File: src/design/mlp_pkg.sv
// ============================================================================
// mlp_pkg
// Shared constants, register codes, weight bundle and tanh table builder for
// the 2-4-1 perceptron forward pass.
// ============================================================================
package mlp_pkg;

    localparam int HIDDEN_UNITS_DEF     = 4;
    localparam int FRACTION_BITS_DEF    = 12;
    localparam int TANH_TABLE_DEPTH_DEF = 256;

    localparam int X_W            = 16;
    localparam int W_W            = 16;
    localparam int Y_OUT_W        = 14;
    localparam int LANES_PER_WORD = 4;
    localparam int CFG_DATA_W     = 64;
    localparam int PADDR_W        = 6;
    localparam int REG_SEL_LSB    = 3;
    localparam int REG_SEL_W      = PADDR_W - REG_SEL_LSB;

    // hidden products are 16x16; two of them and the bias are summed
    localparam int PROD_W = X_W + W_W;
    localparam int HACC_W = PROD_W + 2;

    typedef enum logic [REG_SEL_W-1:0] {
        REG_W_X1     = 3'd0,
        REG_W_X2     = 3'd1,
        REG_B_HIDDEN = 3'd2,
        REG_W_OUT    = 3'd3,
        REG_B_OUT    = 3'd4
    } mlp_reg_t;

    typedef struct packed {
        logic [CFG_DATA_W-1:0] w_x1;
        logic [CFG_DATA_W-1:0] w_x2;
        logic [CFG_DATA_W-1:0] b_hidden;
        logic [CFG_DATA_W-1:0] w_out;
        logic signed [W_W-1:0] b_out;
    } mlp_weights_t;

    // Weight of a unit from a packed word; units past the fourth get zero.
    function automatic logic signed [W_W-1:0] word_lane(input logic [CFG_DATA_W-1:0] word,
                                                         input int unit);
        logic [CFG_DATA_W-1:0] shifted;
        shifted = word >> (W_W * unit);
        if (unit < LANES_PER_WORD)
            return shifted[W_W-1:0];
        return '0;
    endfunction

    // One tanh table entry, evaluated at elaboration. Entry i sits at the
    // midpoint of its bin; exp(-2x) comes from a Q30 series raised to the 16th.
    function automatic longint tanh_entry(input int Index, input int Frac, input int Depth);
        longint      m;
        longint      sum;
        logic [63:0] mag;
        logic [63:0] u;
        logic [63:0] term;
        logic [63:0] v;
        logic [63:0] Kterm;
        logic [63:0] num;
        logic [63:0] Den;
        logic [63:0] TwoDepth;
        logic [63:0] t;
        logic [63:0] one_q30;
        one_q30  = 64'd1 << 30;
        m        = longint'(2 * Index + 1 - Depth);
        mag      = (m < 0) ? 64'(-m) : 64'(m);
        TwoDepth = 64'(2 * Depth);
        u        = (mag << 30) / TwoDepth;
        term     = one_q30;
        sum      = longint'(one_q30);
        for (int k = 1; k <= 12; k++) begin
            Kterm = 64'(k);
            term  = ((term * u) >> 30) / Kterm;
            if ((k % 2) == 1)
                sum = sum - longint'(term);
            else
                sum = sum + longint'(term);
        end
        if (sum < 0)
            sum = 0;
        v = 64'(sum);
        for (int k = 0; k < 4; k++)
            v = (v * v) >> 30;
        num = (v > one_q30) ? 64'd0 : one_q30 - v;
        Den = one_q30 + v;
        t   = ((num << Frac) + (Den >> 1)) / Den;
        return (m < 0) ? -longint'(t) : longint'(t);
    endfunction

endpackage

File: src/design/mlp_cfg.sv
// ============================================================================
// mlp_cfg
// APB register file holding the weight words of both layers.
// ============================================================================
module mlp_cfg (
    input  logic                            clk,
    input  logic                            rst_n,
    input  logic                            psel,
    input  logic                            penable,
    input  logic                            pwrite,
    input  logic [mlp_pkg::PADDR_W-1:0]     paddr,
    input  logic [mlp_pkg::CFG_DATA_W-1:0]  pwdata,
    output logic [mlp_pkg::CFG_DATA_W-1:0]  prdata,
    output logic                            pready,
    output mlp_pkg::mlp_weights_t           weights
);
    import mlp_pkg::*;

    mlp_weights_t weights_reg;
    mlp_weights_t weights_next;
    mlp_reg_t     sel;
    logic         wr_en;

    assign pready = 1'b1;
    assign wr_en  = psel && penable && pwrite;
    assign sel    = mlp_reg_t'(paddr[PADDR_W-1:REG_SEL_LSB]);

    always_comb
    begin
        weights_next = weights_reg;
        if (wr_en)
        begin
            unique case (sel)
                REG_W_X1:     weights_next.w_x1     = pwdata;
                REG_W_X2:     weights_next.w_x2     = pwdata;
                REG_B_HIDDEN: weights_next.b_hidden = pwdata;
                REG_W_OUT:    weights_next.w_out    = pwdata;
                REG_B_OUT:    weights_next.b_out    = pwdata[W_W-1:0];
                default:      weights_next          = weights_reg;
            endcase
        end
    end

    always_comb
    begin
        unique case (sel)
            REG_W_X1:     prdata = weights_reg.w_x1;
            REG_W_X2:     prdata = weights_reg.w_x2;
            REG_B_HIDDEN: prdata = weights_reg.b_hidden;
            REG_W_OUT:    prdata = weights_reg.w_out;
            REG_B_OUT:    prdata = CFG_DATA_W'(unsigned'(weights_reg.b_out));
            default:      prdata = '0;
        endcase
    end

    always_ff @(posedge clk or negedge rst_n)
    begin
        if (!rst_n)
            weights_reg <= '0;
        else
            weights_reg <= weights_next;
    end

    assign weights = weights_reg;

endmodule

File: config.mk
export PLATFORM = sky130hd
export DESIGN_NAME = mlp_cfg
export DESIGN_NICKNAME = d
export VERILOG_FILES = /design/src/design/mlp_pkg.sv /design/src/design/mlp_cfg.sv
export SDC_FILE = /design/constraint.sdc
export NUM_CORES = 1
export LEC_CHECK = 0
export BUFFER_PORTS_ARGS = -buffer_cell sky130_fd_sc_hd__buf_2
export CORE_MARGIN = 2
export CORE_UTILIZATION = 50
export DETAILED_ROUTE_END_ITERATION = 10
export GPL_TIMING_DRIVEN = 0
export PLACE_DENSITY = 0.82
export SYNTH_ARGS = -nofsm -noshare
export SYNTH_HDL_FRONTEND = slang
export SYNTH_SLANG_ARGS = --single-unit
File: constraint.sdc
create_clock -name clk -period 1.4 [get_ports clk]
set_input_delay 0.07 -clock clk [delete_from_list [all_inputs] [get_ports clk]]
set_output_delay 0.07 -clock clk [all_outputs]
set_load 0.01 [all_outputs]
==> impl_results.md <==
* Net Count, Synth at around 850
* Overflow after GRT at 0
* Post-Syn Instances at between 700 and 800
* Die Y at approximately 160 microns
* Worst path slowest cell: mux4_2
* Worst Path Max Fanout at 2
* Synth Area in Compound Gates at 0.01431
* Num CTS Buffers at 29
* Final setup margin at -461.9 ps
* Pwr Density at between 1000 and 1500 nW/um^2
* Clk pin slew, worst setup/hold paths at 60 ps
* Register bit count reported by yosys at 272
* Setup CP Type: flip-flop to output pin
* Area grow syn2layout at 50.15%
* Vias per inst at approximately 5.8
* Worst path bufs/invs at 1
* Core area at 24,250 sq um
* Antenna Cells at 0
* Synth Cell Area at about 12,000 sq um
* Worst EP required at ~1300 ps
* Cell taking the most area after synthesis: dfrtp_1
* Largest family of logic cells by synthesized area: multiplexers
* Ratio of cells with drive above 1 in the final layout at 0.7175
* Clock Latency Late Sink at 530 ps
* Port bufs at 406
* Failing checks: negative setup slack
* RSZ-0062 raised after global routing: true
* Max FFs per register at approximately 270
* Avg Cell Area, Syn at 15.96 sq um
* Synth cell types at 26
* Post-synthesis adder-cell area fraction at 0
* Vias at 10,491
* Largest net degree at the start of global routing at about 110
* Startpoint types: flip-flop
* Initial Utilization at 0.5083
* WL final at between 40 and 50 mm
* Slew HR at 0.5805
* Post-synthesis mux area share at 0.3629
* Status: complete, but fails checks
* First-pass GRT wire length at 64.28 mm
* Delay-heaviest family, CP: multiplexers
* Final Max Slew Viols at 0
* Final min period at about 1900 ps
* Final Cell Area at 18,510 sq um
* Htree depth at 1
* Post-detail-place hpwl at between 20 and 30 mm
* ANT nets after route at 0
* Max rail drop VDD at between 1 and 1.5 mV
* Register area share after synthesis at 0.5523
* Critical Path Max Stage Delay at between 500 and 600 ps
* Antenna violations before repair at 0
* Worst EP arrival at 1790 ps
* Crit share post-route at 1.330
* Layout Nets at about 1,500
* Post-synthesis xor/xnor area fraction at 0
* Chip Width at approximately 160 microns
* Rows at 57
* Final Total Pwr at 27,250 uW
* Drt first pass iters at 5
* Vias in the first global route at roughly 11,000
* Top area cells in the synthesized netlist: dfrtp_1 55%, mux2_2 26%, mux4_2 8.8%, nor2b_1 2.5%, mux2i_1 1.3%
* Iter 0 DRT Violations at 788
* Per-cell routed wire length at 26.08 microns
* Crit end category: output pin
* Synth warn at 0
* P_leak at 0.009484 uW
* Clock Tree Buf Depth at 3
* Endpoints failing hold at 0
* Die ar. at 25,920 sq um
* Worst-Margin Slew at roughly 630 ps
* Tot GR Track Use at 0.3238
* CTS tree: yes
* Worst Hold Class: input port to asynchronous set/reset pin
* Max-cap violations at 0
* Placed cell areas at 14,830 sq um
* # setup viols final at 70
* DRC at 0
* Root Buffer: clkbuf_16
* CTS Sinks at between 200 and 300
* Post-synthesis simple-gate area fraction at 0.03888
* Non-filler instance count after layout at about 1,800
* GP Congestion at roughly 0.85
* Share of the synthesized area in the top cell type at 0.5523
* Crit-path cells: mux4_2 -> nor2b_4 -> buf_6
* Fmax achieved at 0.5371 GHz
* Placed Instances at between 1,500 and 2,000
* Io pins at 412
* Setup Skew at 0 ps
==> cells in the mapped netlist <==
cell         n
conb_1       1
nand2b_1     1
nand4_1      1
buf_1        3
mux2_1       5
mux2i_1     16
nand4b_4     1
clkbuf_1     5
o22ai_1      1
nor2_4       1
nor2b_1     50
nor3b_1      3
mux2_2     282
buf_6       14
mux4_2      48
nor3_4       2
nor2_1      15
buf_2       14
a21oi_1      1
o32ai_1      1
a2bb2oi_1    1
buf_4       17
nand2_1      2
a221o_1     14
a21o_1       1
dfrtp_1    272
==> timing repair <==
action                     in CTS  in global routing
resized for setup              58                 90
hold buffers                   65                  0
hold endpoints to repair      382                  0
setup buffers                 148                 49
pin swaps                      18                  2
setup endpoints to repair      67                 64
==> per-layer routing <==
layer | wire length [microns] | track usage | part of all wire
met1 | 16600 | 0.3696 | 0.35
met3 | 3885 | 0.08038 | 0.082
met2 | 24270 | 0.5693 | 0.51
met5 | 0 | 0 | 0
met4 | 2649 | 0.1615 | 0.056
==> placed cells by master (no fill, tap or decap), types with 2 or more instances in the layout <==
master / Yosys / routed
a221o_1: 14 / 14
buf_16: 0 / 2
buf_2: 14 / 367
buf_4: 17 / 215
buf_6: 14 / 70
clkbuf_1: 5 / 4
clkbuf_16: 0 / 29
clkbuf_2: 0 / 3
clkbuf_8: 0 / 5
clkinv_2: 0 / 9
clkinvlp_4: 0 / 3
dfrtp_1: 272 / 272
dlygate4sd3_1: 0 / 65
mux2_1: 5 / 5
mux2_2: 282 / 269
mux2_4: 0 / 13
mux2i_1: 16 / 16
mux4_2: 48 / 48
nand2_1: 2 / 2
nor2_1: 15 / 14
nor2b_1: 50 / 21
nor2b_4: 0 / 28
nor3_4: 2 / 2
nor3b_1: 3 / 3
==> cells by family after synthesis <==
kind of cell           count (synthesis)
AND/OR/NAND/NOR                       76
multiplexers                         351
other                                  1
AO/OA/AOI/OAI                         19
flip-flops                           272
buffers and inverters                 53
==> layout make-up <==
type                    instances  area, sq um
flip-flops and latches        272         6807
fillers                      1358         5743
multi-input cells             447         5403
repair buffers                670         4553
clock buffers                  38        809.5
plain buffers                  53        421.7
well taps                     324        405.4
clock inverters                14        106.4
==> per-stage QoR <==
stage | worst slack, ps | utilization | hold slack, ps | TNS (ps)
5_1_grt | -491.7 | 0.7632 | 134.1 | -25710
2_1_floorplan | 29.51 | - | -225.6 | 0
3_3_place_gp | -4665 | 0.6088 | 324.3 | -1390810
3_5_place_dp | -602.4 | 0.6115 | 46.80 | -130430
4_1_cts | -402.1 | 0.7310 | 73.37 | -22350
6_report | -461.9 | 0.7632 | 80.00 | -22680
==> power breakdown <==
group	internal [uW]	switching, uW	leakage [uW]
logic	5090	4120	0.00555
clock network	4240	3260	0.000452
registers	9400	1130	0.00348
==> worst reg2reg max path, delay by kind of cell (launching register included) <==
kind                   cells  cell delay (ps)
buffers and inverters      2              290
DFF                        1              390
muxes                      1              290
==> worst paths after layout <==
check | slack [ps] | end | cells after the start | startpoint
max | -460 | prdata[34] | 3 | weights[178]$_DFFE_PN0P_
min | 80 | weights[247]$_DFFE_PN0P_ | 2 | rst_n
max reg2reg | 310 | weights[254]$_DFFE_PN0P_ | 3 | weights[254]$_DFFE_PN0P_
min reg2reg | 520 | weights[270]$_DFFE_PN0P_ | 1 | weights[270]$_DFFE_PN0P_
max in group asynchronous | 340 | weights[215]$_DFFE_PN0P_ | 3 | rst_n
min in group clk | 150 | weights[3]$_DFFE_PN0P_ | 4 | pwrite
No activity file was read; power rests on OpenSTA's default activity.
