===== config.mk =====
export PLATFORM = sky130hd
export DESIGN_NAME = mlp_tanh
export DESIGN_NICKNAME = d
export VERILOG_FILES = /design/src/design/mlp_pkg.sv /design/src/design/mlp_tanh.sv
export SDC_FILE = /design/constraint.sdc
export NUM_CORES = 1
export LEC_CHECK = 0
export ABC_CLOCK_PERIOD_IN_PS = 7230
export BUFFER_PORTS_ARGS = -buffer_cell sky130_fd_sc_hd__buf_2
export CORE_MARGIN = 5
export CORE_UTILIZATION = 45
export CTS_CLUSTER_DIAMETER = 100
export DETAILED_ROUTE_END_ITERATION = 10
export GPL_TIMING_DRIVEN = 1
export SYNTH_ARGS = -nofsm -noshare
export SYNTH_HDL_FRONTEND = slang
export SYNTH_SLANG_ARGS = --single-unit

===== constraint.sdc =====
create_clock -name clk -period 7.23 [get_ports clk]
set_input_delay 0.3615 -clock clk [delete_from_list [all_inputs] [get_ports clk]]
set_output_delay 0.3615 -clock clk [all_outputs]
set_load 0.1 [all_outputs]

===== src/design/mlp_pkg.sv =====
// ============================================================================
// mlp_pkg
// Shared constants, register codes, weight bundle and tanh table builder for
// the 2-4-1 perceptron forward pass.
// ============================================================================
package mlp_pkg;

    localparam int HIDDEN_UNITS_DEF     = 4;
    localparam int FRACTION_BITS_DEF    = 12;
    localparam int TANH_TABLE_DEPTH_DEF = 256;

    localparam int X_W            = 16;
    localparam int W_W            = 16;
    localparam int Y_OUT_W        = 14;
    localparam int LANES_PER_WORD = 4;
    localparam int CFG_DATA_W     = 64;
    localparam int PADDR_W        = 6;
    localparam int REG_SEL_LSB    = 3;
    localparam int REG_SEL_W      = PADDR_W - REG_SEL_LSB;

    // hidden products are 16x16; two of them and the bias are summed
    localparam int PROD_W = X_W + W_W;
    localparam int HACC_W = PROD_W + 2;

    typedef enum logic [REG_SEL_W-1:0] {
        REG_W_X1     = 3'd0,
        REG_W_X2     = 3'd1,
        REG_B_HIDDEN = 3'd2,
        REG_W_OUT    = 3'd3,
        REG_B_OUT    = 3'd4
    } mlp_reg_t;

    typedef struct packed {
        logic [CFG_DATA_W-1:0] w_x1;
        logic [CFG_DATA_W-1:0] w_x2;
        logic [CFG_DATA_W-1:0] b_hidden;
        logic [CFG_DATA_W-1:0] w_out;
        logic signed [W_W-1:0] b_out;
    } mlp_weights_t;

    // Weight of a unit from a packed word; units past the fourth get zero.
    function automatic logic signed [W_W-1:0] word_lane(input logic [CFG_DATA_W-1:0] word,
                                                         input int unit);
        logic [CFG_DATA_W-1:0] shifted;
        shifted = word >> (W_W * unit);
        if (unit < LANES_PER_WORD)
            return shifted[W_W-1:0];
        return '0;
    endfunction

    // One tanh table entry, evaluated at elaboration. Entry i sits at the
    // midpoint of its bin; exp(-2x) comes from a Q30 series raised to the 16th.
    function automatic longint tanh_entry(input int Index, input int Frac, input int Depth);
        longint      m;
        longint      sum;
        logic [63:0] mag;
        logic [63:0] u;
        logic [63:0] term;
        logic [63:0] v;
        logic [63:0] Kterm;
        logic [63:0] num;
        logic [63:0] Den;
        logic [63:0] TwoDepth;
        logic [63:0] t;
        logic [63:0] one_q30;
        one_q30  = 64'd1 << 30;
        m        = longint'(2 * Index + 1 - Depth);
        mag      = (m < 0) ? 64'(-m) : 64'(m);
        TwoDepth = 64'(2 * Depth);
        u        = (mag << 30) / TwoDepth;
        term     = one_q30;
        sum      = longint'(one_q30);
        for (int k = 1; k <= 12; k++) begin
            Kterm = 64'(k);
            term  = ((term * u) >> 30) / Kterm;
            if ((k % 2) == 1)
                sum = sum - longint'(term);
            else
                sum = sum + longint'(term);
        end
        if (sum < 0)
            sum = 0;
        v = 64'(sum);
        for (int k = 0; k < 4; k++)
            v = (v * v) >> 30;
        num = (v > one_q30) ? 64'd0 : one_q30 - v;
        Den = one_q30 + v;
        t   = ((num << Frac) + (Den >> 1)) / Den;
        return (m < 0) ? -longint'(t) : longint'(t);
    endfunction

endpackage


===== src/design/mlp_tanh.sv =====
// ============================================================================
// mlp_tanh
// Two-stage tanh: clamp and scale the sum to a table index, then read the
// constant table.
// ============================================================================
module mlp_tanh #(
    parameter int ACC_W         = mlp_pkg::HACC_W,
    parameter int FRACTION_BITS = mlp_pkg::FRACTION_BITS_DEF,
    parameter int TABLE_DEPTH   = mlp_pkg::TANH_TABLE_DEPTH_DEF
) (
    input  logic                            clk,
    input  logic [1:0]                      en,
    input  logic signed [ACC_W-1:0]         acc,
    output logic signed [FRACTION_BITS+1:0] val
);
    import mlp_pkg::*;

    localparam int TW = FRACTION_BITS + 2;
    localparam int OW = 2 * FRACTION_BITS + 3;
    localparam int IW = $clog2(TABLE_DEPTH);
    localparam logic signed [ACC_W-1:0] POS_LIM = ACC_W'(64'sd4 <<< (2 * FRACTION_BITS));
    localparam logic signed [ACC_W-1:0] NEG_LIM = -POS_LIM;
    localparam logic [IW-1:0]           IDX_TOP = IW'(TABLE_DEPTH - 1);

    logic signed [TW-1:0]  rom [TABLE_DEPTH];
    logic signed [ACC_W-1:0] shifted;
    logic [OW-1:0]         offset;
    logic [OW+IW-1:0]      scaled;
    logic [IW-1:0]         idx_reg;
    logic [IW-1:0]         idx_next;
    logic signed [TW-1:0]  val_reg;

    for (genvar i = 0; i < TABLE_DEPTH; i++)
    begin : g_rom
        assign rom[i] = TW'(tanh_entry(i, FRACTION_BITS, TABLE_DEPTH));
    end

    assign shifted = acc + POS_LIM;
    assign offset  = shifted[OW-1:0];
    assign scaled  = (OW+IW)'(offset) * (OW+IW)'(TABLE_DEPTH);

    always_comb
    begin
        if (acc < NEG_LIM)
            idx_next = '0;
        else if (acc >= POS_LIM)
            idx_next = IDX_TOP;
        else
            idx_next = scaled[OW+IW-1:OW];
    end

    always_ff @(posedge clk)
    begin
        if (en[0])
            idx_reg <= idx_next;
        if (en[1])
            val_reg <= rom[idx_reg];
    end

    assign val = val_reg;

endmodule


==> results by group <==
Global routing
  – Largest net degree at the start of global routing: 91
  – Vias in the first global route: 4016
  – First-pass GRT wire length: 22900 um
  – Grt ovf: 0
  – Tot GR Track Use: 0.284
  – Antenna violations before repair: 0

Routing
  – Wire length per cell: roughly 25 um
  – Final WL: ~15000 um
  – First-pass iteration count of the detailed router: 5
  – ANT nets after route: 0
  – Vias per std cell: 7.26
  – M1 WL: approximately 6000 um
  – DR WL met2: 6340 um
  – Met3 WL post-DR: 1730 um
  – DRC viols: 0
  – Uppermost layer routed: met4
  – Initial DRC count: 546
  – Vias: ~4400

Worst setup path
  – R2R Path End: val[0]$_DFFE_PP_
  – Critical path buffers and inverters: 2
  – CP peak stage delay: 0.87 ns
  – Family with the most delay on the worst path: simple AND/OR/NAND/NOR gates
  – Setup CP Type: reg -> reg
  – Worst-path cell chain: buf_4 > inv_1 > ha_1 > nor2b_1 > nor2_1 > mux4_2 > a2111oi_2 > a221oi_2
  – R2r setup slk: roughly 3.2 ns
  – CP max stage cell: nor2b_1
  – Worst Reg2Reg Path Length in Cells: 8
  – CP endpoint kind: flop
  – CP Launch Type: flop
  – CP arrival: 3.98 ns
  – Worst r2r src: idx_reg[1]$_SDFFCE_PP0P_
  – Required @ worst endpoint: between 7 and 8 ns
  – Crit Path Max Fanout: 37

Job
  – Max cap viols: 0

Die
  – Core area: 8260 sq um
  – Ports: 51
  – Die height: a little over 100 um
  – Die Area: roughly 10000 sq um
  – Die width: 102 um
  – Rows: 33
  – Starting Density: 0.464

STA
  – RSZ-0062 raised after global routing: no
  – Slew Viols, Final: 0
  – Final setup viols: 0
  – Clk_skew: 0.00557 ns
  – Final Hold Vio Count: 0
  – Least-Margin Pin Slew: between 0.9 and 1 ns
  – Final period util: 0.552
  – Final min period: 3.99 ns
  – Final setup TNS: 0 ns
  – Max Freq: between 0.2 and 0.3 GHz
  – Relative slew slack: 0.356

Yosys
  – Main synth FF type: edfxtp_1
  – Syn_nets: about 570
  – Cell area after synthesis: 3830 sq um
  – Cell variety after synth: between 70 and 80
  – Number of synthesized flops with an enable pin: 21
  – Mapped Cells: 516
  – Register bit total from synthesis: 21
  – Sequential area share after synthesis: 0.165
  – Synthesis Warnings: 0
  – Post-synth ARST share: 0
  – Syn_area_per_cell: 7.43 sq um

Place
  – Routability Congestion: 0.993
  – PortBufs: 31
  – Post-DP Area: slightly below 4000 sq um
  – Post-DP HPWL: slightly above 10000 um
  – Placed Cells: 601

Layout
  – Area added between synthesis and finish: 2.06%
  – Commonest non-fill, non-tap cells in the layout: 45 x o21ai_0, 37 x nor2_1, 36 x a21oi_1, 32 x nand2_1, 31 x buf_2
  – N_diodes: 0
  – Final Cell Area: 3910 sq um
  – Total Nets Final: 558
  – Max reg flops: 13
  – Non-Filler Instances: slightly above 600
  – Most common cell after layout, fill and taps aside: o21ai_0
  – Share of layout cells above drive strength 1: 0.128

Clock tree
  – Post-CTS sizing: 0
  – Sinks on Clock Net: 21
  – CTS H-tree lvls: 1
  – CTS Buf Count: 3
  – Clock latency on the worst-skew pair: 0.26 ns
  – # hold bufs at CTS: 0
  – Root Driver: clkbuf_8
  – Clk slew on worst S/H paths: 0.07 ns
  – CTS tree: built
  – Setup bufs post-CTS: 0
  – Clock tree buffer depth: 2

Status
  – Outcome: finished clean

Hold path
  – Hold path startpoint: acc[33]
  – Hold Path End: idx_reg[7]$_SDFFCE_PP0P_
  – WHS Path Cells: 2
  – Hold Crit Class: in -> reg

Power and ir drop
  – Static Leakage: 1.41 nW
  – Total power divided by cell area: 171 nW/um^2
  – VDD IR-drop max: between 0.0001 and 0.00015 V
==> worst reg2reg max path, delay by kind of cell, from the launching register on <==
kind,cells,cell delay (ns)
adders and majority gates,1,0.66
AOI/OAI and AO/OA,2,0.59
DFF,1,0.32
and+or+nand+nor,2,0.96
muxes,1,0.52
buffers and inverters,2,0.68
==> layout make-up <==
cell class	instances	area [sq um]
multi-input combinational	418	2810
clock buffer	4	45.0
inverter	16	60.1
fill	871	4350
tap	105	131
timing repair buffer	41	230
sequential	21	631
==> worst max-delay path by stage <==
stage | startpoint | endpoint | cells past startpoint
final | idx_reg[1]$_SDFFCE_PP0P_ | val[0]$_DFFE_PP_ | 8
after floorplan | idx_reg[1]$_SDFFCE_PP0P_ | val[0]$_DFFE_PP_ | 11
after global placement | idx_reg[1]$_SDFFCE_PP0P_ | val[0]$_DFFE_PP_ | 8
after CTS | idx_reg[1]$_SDFFCE_PP0P_ | val[0]$_DFFE_PP_ | 8
after global routing | idx_reg[1]$_SDFFCE_PP0P_ | val[0]$_DFFE_PP_ | 8
after detailed placement | idx_reg[1]$_SDFFCE_PP0P_ | val[0]$_DFFE_PP_ | 8
==> synthesized netlist by cell type (7+ instances only) <==
cell / instances / area [sq um]
o221ai_1: 7 / 61.3
a21o_1: 13 / 97.6
nand2b_1: 15 / 93.8
ha_1: 20 / 250
o31ai_1: 10 / 75.1
nor3_1: 23 / 115
edfxtp_1: 21 / 631
mux2i_1: 8 / 80.1
buf_2: 28 / 140
a211oi_1: 10 / 75.1
a31oi_1: 13 / 81.3
nand3_1: 7 / 35.0
nor2b_1: 18 / 113
clkbuf_1: 20 / 75.1
o211ai_1: 11 / 82.6
inv_1: 16 / 60.1
nor2_1: 37 / 139
o311ai_0: 9 / 78.8
nand2_1: 32 / 120
o21ai_0: 45 / 225
a21oi_1: 36 / 180
==> report_power, final <==
part	internal, mW	leakage [nW]	total [mW]	switching, mW
combinational	0.124	1.19	0.438	0.314
clock	0.0392	0.0228	0.0750	0.0358
sequential	0.152	0.206	0.157	0.00542
==> stage by stage <==
| stage | utilization | total power, mW | hold WS (ns) | worst slack, ns |
|---|---|---|---|---|
| after floorplan | - | 0.488 | 0.474 | 4.27 |
| after global placement | 0.468 | 0.587 | 0.620 | 3.38 |
| after detailed placement | 0.468 | 0.582 | 0.632 | 3.46 |
| after CTS | 0.474 | 0.659 | 0.366 | 3.44 |
| after global routing | 0.474 | 0.704 | 0.368 | 3.18 |
| final | 0.474 | 0.671 | 0.372 | 3.24 |
==> per-layer routing <==
| layer | vias up | track usage |
|---|---|---|
| li1 | 1947 | - |
| met1 | 2057 | 0.390 |
| met2 | 323 | 0.405 |
| met3 | 64 | 0.0730 |
| met4 | 0 | 0.153 |
| met5 | - | 0 |
==> kinds of logic after synthesis <==
logic type,count (synthesis),share of synthesized area
AND/OR/NAND/NOR,175,0.240
buffers and inverters,77,0.101
AO/OA/AOI/OAI,207,0.376
adder cells (fa/ha/maj),21,0.0679
flip-flops,21,0.165
XOR/XNOR,1,0.00229
multiplexers,14,0.0473
(Power assumes the default switching activity.)
