<file path="config.mk">
export PLATFORM = sky130hd
export DESIGN_NAME = mlp_outsum
export DESIGN_NICKNAME = d
export VERILOG_FILES = /design/src/design/mlp_pkg.sv /design/src/design/mlp_outsum.sv
export SDC_FILE = /design/constraint.sdc
export NUM_CORES = 2
export LEC_CHECK = 0
export BUFFER_PORTS_ARGS = -buffer_cell sky130_fd_sc_hd__buf_2
export CORE_MARGIN = 3
export CORE_UTILIZATION = 31
export CTS_CLUSTER_DIAMETER = 60
export DETAILED_ROUTE_END_ITERATION = 10
export PLACE_DENSITY = 0.5
export SYNTH_ARGS = -nofsm -noshare
export SYNTH_HDL_FRONTEND = slang
export SYNTH_SLANG_ARGS = --single-unit
</file>
<file path="constraint.sdc">
create_clock -name clk -period 5.75 [get_ports clk]
set_input_delay 0.2875 -clock clk [delete_from_list [all_inputs] [get_ports clk]]
set_output_delay 0.2875 -clock clk [all_outputs]
set_load 0.02 [all_outputs]
</file>
<file path="src/design/mlp_pkg.sv">
// ============================================================================
// mlp_pkg
// Shared constants, register codes, weight bundle and tanh table builder for
// the 2-4-1 perceptron forward pass.
// ============================================================================
package mlp_pkg;

    localparam int HIDDEN_UNITS_DEF     = 4;
    localparam int FRACTION_BITS_DEF    = 12;
    localparam int TANH_TABLE_DEPTH_DEF = 256;

    localparam int X_W            = 16;
    localparam int W_W            = 16;
    localparam int Y_OUT_W        = 14;
    localparam int LANES_PER_WORD = 4;
    localparam int CFG_DATA_W     = 64;
    localparam int PADDR_W        = 6;
    localparam int REG_SEL_LSB    = 3;
    localparam int REG_SEL_W      = PADDR_W - REG_SEL_LSB;

    // hidden products are 16x16; two of them and the bias are summed
    localparam int PROD_W = X_W + W_W;
    localparam int HACC_W = PROD_W + 2;

    typedef enum logic [REG_SEL_W-1:0] {
        REG_W_X1     = 3'd0,
        REG_W_X2     = 3'd1,
        REG_B_HIDDEN = 3'd2,
        REG_W_OUT    = 3'd3,
        REG_B_OUT    = 3'd4
    } mlp_reg_t;

    typedef struct packed {
        logic [CFG_DATA_W-1:0] w_x1;
        logic [CFG_DATA_W-1:0] w_x2;
        logic [CFG_DATA_W-1:0] b_hidden;
        logic [CFG_DATA_W-1:0] w_out;
        logic signed [W_W-1:0] b_out;
    } mlp_weights_t;

    // Weight of a unit from a packed word; units past the fourth get zero.
    function automatic logic signed [W_W-1:0] word_lane(input logic [CFG_DATA_W-1:0] word,
                                                         input int unit);
        logic [CFG_DATA_W-1:0] shifted;
        shifted = word >> (W_W * unit);
        if (unit < LANES_PER_WORD)
            return shifted[W_W-1:0];
        return '0;
    endfunction

    // One tanh table entry, evaluated at elaboration. Entry i sits at the
    // midpoint of its bin; exp(-2x) comes from a Q30 series raised to the 16th.
    function automatic longint tanh_entry(input int Index, input int Frac, input int Depth);
        longint      m;
        longint      sum;
        logic [63:0] mag;
        logic [63:0] u;
        logic [63:0] term;
        logic [63:0] v;
        logic [63:0] Kterm;
        logic [63:0] num;
        logic [63:0] Den;
        logic [63:0] TwoDepth;
        logic [63:0] t;
        logic [63:0] one_q30;
        one_q30  = 64'd1 << 30;
        m        = longint'(2 * Index + 1 - Depth);
        mag      = (m < 0) ? 64'(-m) : 64'(m);
        TwoDepth = 64'(2 * Depth);
        u        = (mag << 30) / TwoDepth;
        term     = one_q30;
        sum      = longint'(one_q30);
        for (int k = 1; k <= 12; k++) begin
            Kterm = 64'(k);
            term  = ((term * u) >> 30) / Kterm;
            if ((k % 2) == 1)
                sum = sum - longint'(term);
            else
                sum = sum + longint'(term);
        end
        if (sum < 0)
            sum = 0;
        v = 64'(sum);
        for (int k = 0; k < 4; k++)
            v = (v * v) >> 30;
        num = (v > one_q30) ? 64'd0 : one_q30 - v;
        Den = one_q30 + v;
        t   = ((num << Frac) + (Den >> 1)) / Den;
        return (m < 0) ? -longint'(t) : longint'(t);
    endfunction

endpackage

</file>
<file path="src/design/mlp_outsum.sv">
// ============================================================================
// mlp_outsum
// Output neuron: hidden activations times output weights, then the sum with
// the output bias.
// ============================================================================
module mlp_outsum #(
    parameter int HIDDEN_UNITS  = mlp_pkg::HIDDEN_UNITS_DEF,
    parameter int FRACTION_BITS = mlp_pkg::FRACTION_BITS_DEF,
    parameter int OACC_W        = FRACTION_BITS + 18 + $clog2(HIDDEN_UNITS + 1)
) (
    input  logic                            clk,
    input  logic [1:0]                      en,
    input  mlp_pkg::mlp_weights_t           weights,
    input  logic signed [FRACTION_BITS+1:0] hv [HIDDEN_UNITS],
    output logic signed [OACC_W-1:0]        sum
);
    import mlp_pkg::*;

    localparam int TW = FRACTION_BITS + 2;
    localparam int PW = TW + W_W;

    logic signed [PW-1:0]     prod_reg [HIDDEN_UNITS];
    logic signed [OACC_W-1:0] sum_reg;
    logic signed [OACC_W-1:0] sum_next;

    for (genvar h = 0; h < HIDDEN_UNITS; h++)
    begin : g_prod
        logic signed [W_W-1:0] wo;
        logic signed [PW-1:0]  prod_next;

        assign wo        = word_lane(weights.w_out, h);
        assign prod_next = hv[h] * wo;

        always_ff @(posedge clk)
        begin
            if (en[0])
                prod_reg[h] <= prod_next;
        end
    end

    always_comb
    begin
        sum_next = OACC_W'(weights.b_out) <<< FRACTION_BITS;
        for (int h = 0; h < HIDDEN_UNITS; h++)
            sum_next = sum_next + OACC_W'(prod_reg[h]);
    end

    always_ff @(posedge clk)
    begin
        if (en[1])
            sum_reg <= sum_next;
    end

    assign sum = sum_reg;

endmodule

</file>
==> impl_metrics.csv <==
group,metric,value,unit
floorplanning,initial_core_util,31.3,%
sta,rsz0062_at_grt,"true",
critical_path,crit_path_max_fanout,9,
critical_path,criticalPathCategory,"in -> reg",
sta,fin_setup_tns,0,ns
final_layout,fin_nets,6349,
clocking,clk_pin_slew,0.08,ns
critical_path,crit_start,"weights[41]",
synth,synthArstFlopShare,0,%
synth,synthCells,4166,
clocking,insertion_delay,0.46,ns
clocking,cts_root_buf,"clkbuf_16",
global_routing,gr-usage-all-layers,15.8,%
clocking,cts_tree,"yes",
flow_run,maxCapViolations,0,
sta,slew_viol_final,0,
critical_path,worstReg2RegEnd,"sum[32]$_DFFE_PP_",
critical_path,rrSetupSlack,0.62,ns
critical_path,crit_top_cell,"fa_1",
critical_path,reg2regPathDepth,14,
hold_path,min_path_type,"in -> reg",
run_status,run_status,"complete, no violations",
critical_path,arrival,5.84,ns
route,vias,29200,
sta,finalSetupViolCount,0,
critical_path,startpoint_type,"input port",
global_routing,grt_max_degree,67,
sta,finClkSkew,0.0171,ns
final_layout,area_growth_syn_to_layout,19.3,%
sta,min_period_over_period,98.0,%
hold_path,holdPathEnd,"prod_reg[2][0]$_DFFE_PP_",
final_layout,drive_above_1_share,17.2,%
critical_path,cp_slowest_stage_delay,0.57,ns
synth,synth_area,41300,um2
route,dr.pass1.iters,5,
floorplanning,die_area,138000,um2
floorplanning,core-area,132000,um2
synth,yosysSeqAreaShare,11.1,%
synth,synthDistinctLibCells,70,
hold_path,worstHoldStart,"weights[48]",
synth,syn-num-nets,5780,
clocking,clock_tree.buffer_depth,2,
synth,yosysWarnings,0,
clocking,cts_sinks,153,
critical_path,crit_path_end_kind,"register",
synth,syn-mean-instance-area,9.91,um2
global_routing,grt_pass1_vias,32000,
hold_path,hold_depth,3,
global_routing,grt_pass1_wl,171000,um
critical_path,cp_cell_sequence,"buf_2, buf_4, nand2_1, fa_1, fa_1, inv_1, fa_1, fa_1, fa_1, inv_1, fa_1, inv_1, ha_1, buf_4, nand4_1, nor2_1, a221o_2, a2111oi_4, o31ai_2, o21a_1, nor2_2, xnor2_1",
global_routing,grt-ovfl-total,0,
critical_path,r2r-start,"prod_reg[0][2]$_DFFE_PP_",
route,drt-total-wl,104000,um
floorplanning,placementRows,133,
route,ant_nets,0,
clocking,cts_htree_levels,4,
sta,hold_viol_final,0,
sta,max_freq,178,MHz
final_layout,multi_input_area,33000,um2
synth,synth_edf_count,153,
sta,period_minus_slack,5.63,ns
critical_path,cp_num_buf_inv,6,
final_layout,antenna_cells,0,
critical_path,slowest_stage,"fa_1",
synth,ys.flop_type,"edfxtp_1",
route,drtIter0Drc,1212,
placed_design,numPortBuffers,171,
sta,relSlewSlack,36.9,%
placed_design,gp_congestion,0.863,
final_layout,seq_area,4590,um2
route,drc,0,
sta,whs,0.411,ns
clocking,cts_buffers,17,
critical_path,cp.required,5.96,ns
floorplanning,die_w,371,um
route,avgViaCountPerCell,4.48,
critical_path,critPathTopFamily,"adder cells",
synth,ys_seq_elements,153,
global_routing,antenna_found_initial,5,
sta,worst_pin_slew,0.947,ns
placed_design,dp_hpwl,93000,um
final_layout,fill_cells,13400,
final_layout,largest_reg_flops,120,
clocking,ctsHoldBuffers,0,
route,post_drt_wl_per_cell,15.9,um
final_layout,utilization,37.4,%
floorplanning,die_height,371,um
floorplanning,pin_count,364,
per-layer routing:
layer	global-route usage, %	vias to the layer above	routed length (um)
met5	0	-	13
met3	1.94	77	3970
met1	22.3	15000	48400
met4	2.68	2	1750
met2	26.2	429	49500
li1	-	13600	-
worst max-delay path by stage:
stage | endpoint | slack [ns] | cells past startpoint
finish | prod_reg[1][29]$_DFFE_PP_ | 0.12 | 22
detailed placement | prod_reg[0][28]$_DFFE_PP_ | -0.42 | 23
floorplan | prod_reg[1][29]$_DFFE_PP_ | -0.06 | 23
global placement | prod_reg[0][28]$_DFFE_PP_ | -0.44 | 23
global route | prod_reg[1][29]$_DFFE_PP_ | -0.14 | 24
CTS | prod_reg[0][29]$_DFFE_PP_ | 0.05 | 23
kinds of logic (layout without fill, tap and decap cells):
kind of cell | Yosys count | count (layout) | synth area share [%]
buf+inv | 1131 | 1713 | 10.3
flops | 153 | 153 | 11.1
compound gates | 329 | 329 | 5.34
simple gates | 1115 | 1115 | 13.6
fa+ha+maj | 1283 | 1283 | 56.3
xor+xnor | 155 | 155 | 3.29
timing repair:
action	CTS	global route
setup buffers	0	6
setup endpoints to repair	0	29
gates resized for setup	0	145
worst register-to-register path: stages, from the launching register on:
cell and delay (ns):
edfxtp_1 0.40, fa_1 0.59, fa_1 0.44, ha_1 0.30, ha_1 0.22, fa_1 0.48, a211o_1 0.32, a21boi_0 0.37
o31ai_1 0.16, a21oi_1 0.40, o31ai_1 0.28, a211oi_1 0.43, o31ai_1 0.13, a21oi_1 0.19, xnor2_1 0.22
synthesized netlist by cell type (3+ instances only):
| master | instances | share of area (%) |
|---|---|---|
| edfxtp_1 | 153 | 11 |
| nor2_1 | 121 | 1.1 |
| a311oi_1 | 4 | 0.085 |
| o31ai_1 | 7 | 0.13 |
| xnor2_1 | 129 | 2.7 |
| and2_1 | 464 | 7.0 |
| nand2b_1 | 28 | 0.42 |
| nor3_1 | 23 | 0.28 |
| a211oi_1 | 16 | 0.29 |
| and3_1 | 8 | 0.12 |
| ha_1 | 326 | 9.9 |
| a21o_1 | 39 | 0.71 |
| a21oi_1 | 100 | 1.2 |
| xor2_1 | 26 | 0.55 |
| a31oi_1 | 9 | 0.14 |
| a41o_1 | 3 | 0.073 |
| nand3_1 | 16 | 0.19 |
| o41ai_1 | 3 | 0.064 |
| or3_1 | 8 | 0.12 |
| a21boi_0 | 5 | 0.091 |
| or2_2 | 4 | 0.061 |
| o21bai_1 | 19 | 0.35 |
| clkbuf_1 | 124 | 1.1 |
| nand4_1 | 3 | 0.045 |
| o21a_1 | 20 | 0.36 |
| o21ai_0 | 51 | 0.62 |
| nand2_1 | 407 | 3.7 |
| o211ai_1 | 6 | 0.11 |
| o22ai_1 | 4 | 0.061 |
| inv_1 | 1006 | 9.1 |
| a211o_1 | 7 | 0.15 |
| nand3b_1 | 3 | 0.055 |
| fa_1 | 957 | 46 |
| a221oi_1 | 3 | 0.064 |
| nor2b_1 | 18 | 0.27 |
cell usage in the layout (no fill, tap or decap), types with 22 or more instances in the layout:
cell and count:
a21oi_1 90, inv_1 997, ha_1 309, nand2_1 406, nor3_1 22, fa_1 948
xnor2_1 129, xor2_1 26, nor2_1 120, o21ai_0 39, edfxtp_1 153, and2_1 446
buf_2 139, buf_12 24, a21o_1 39, nand2b_1 28, buf_4 488
layout make-up:
type	instances	area share, %
multi-input combinational	2882	67.0
timing repair buffer	675	10.3
sequential	153	9.33
inverter	1006	7.67
tap	1755	4.46
clock buffer	17	0.864
clock inverter	15	0.429
metrics by stage:
stage / setup slack, ns / area, um2 / instances
3_3_place_gp: -0.435 / 48100 / 6465
2_1_floorplan: -0.0604 / 41600 / 4166
5_1_grt: -0.139 / 49200 / 6503
6_report: 0.117 / 49200 / 6503
4_1_cts: 0.0494 / 48700 / 6497
3_5_place_dp: -0.422 / 48100 / 6465
Power is not shown: default switching activity piles up to over one toggle a cycle in this logic, so the estimate is an artifact.
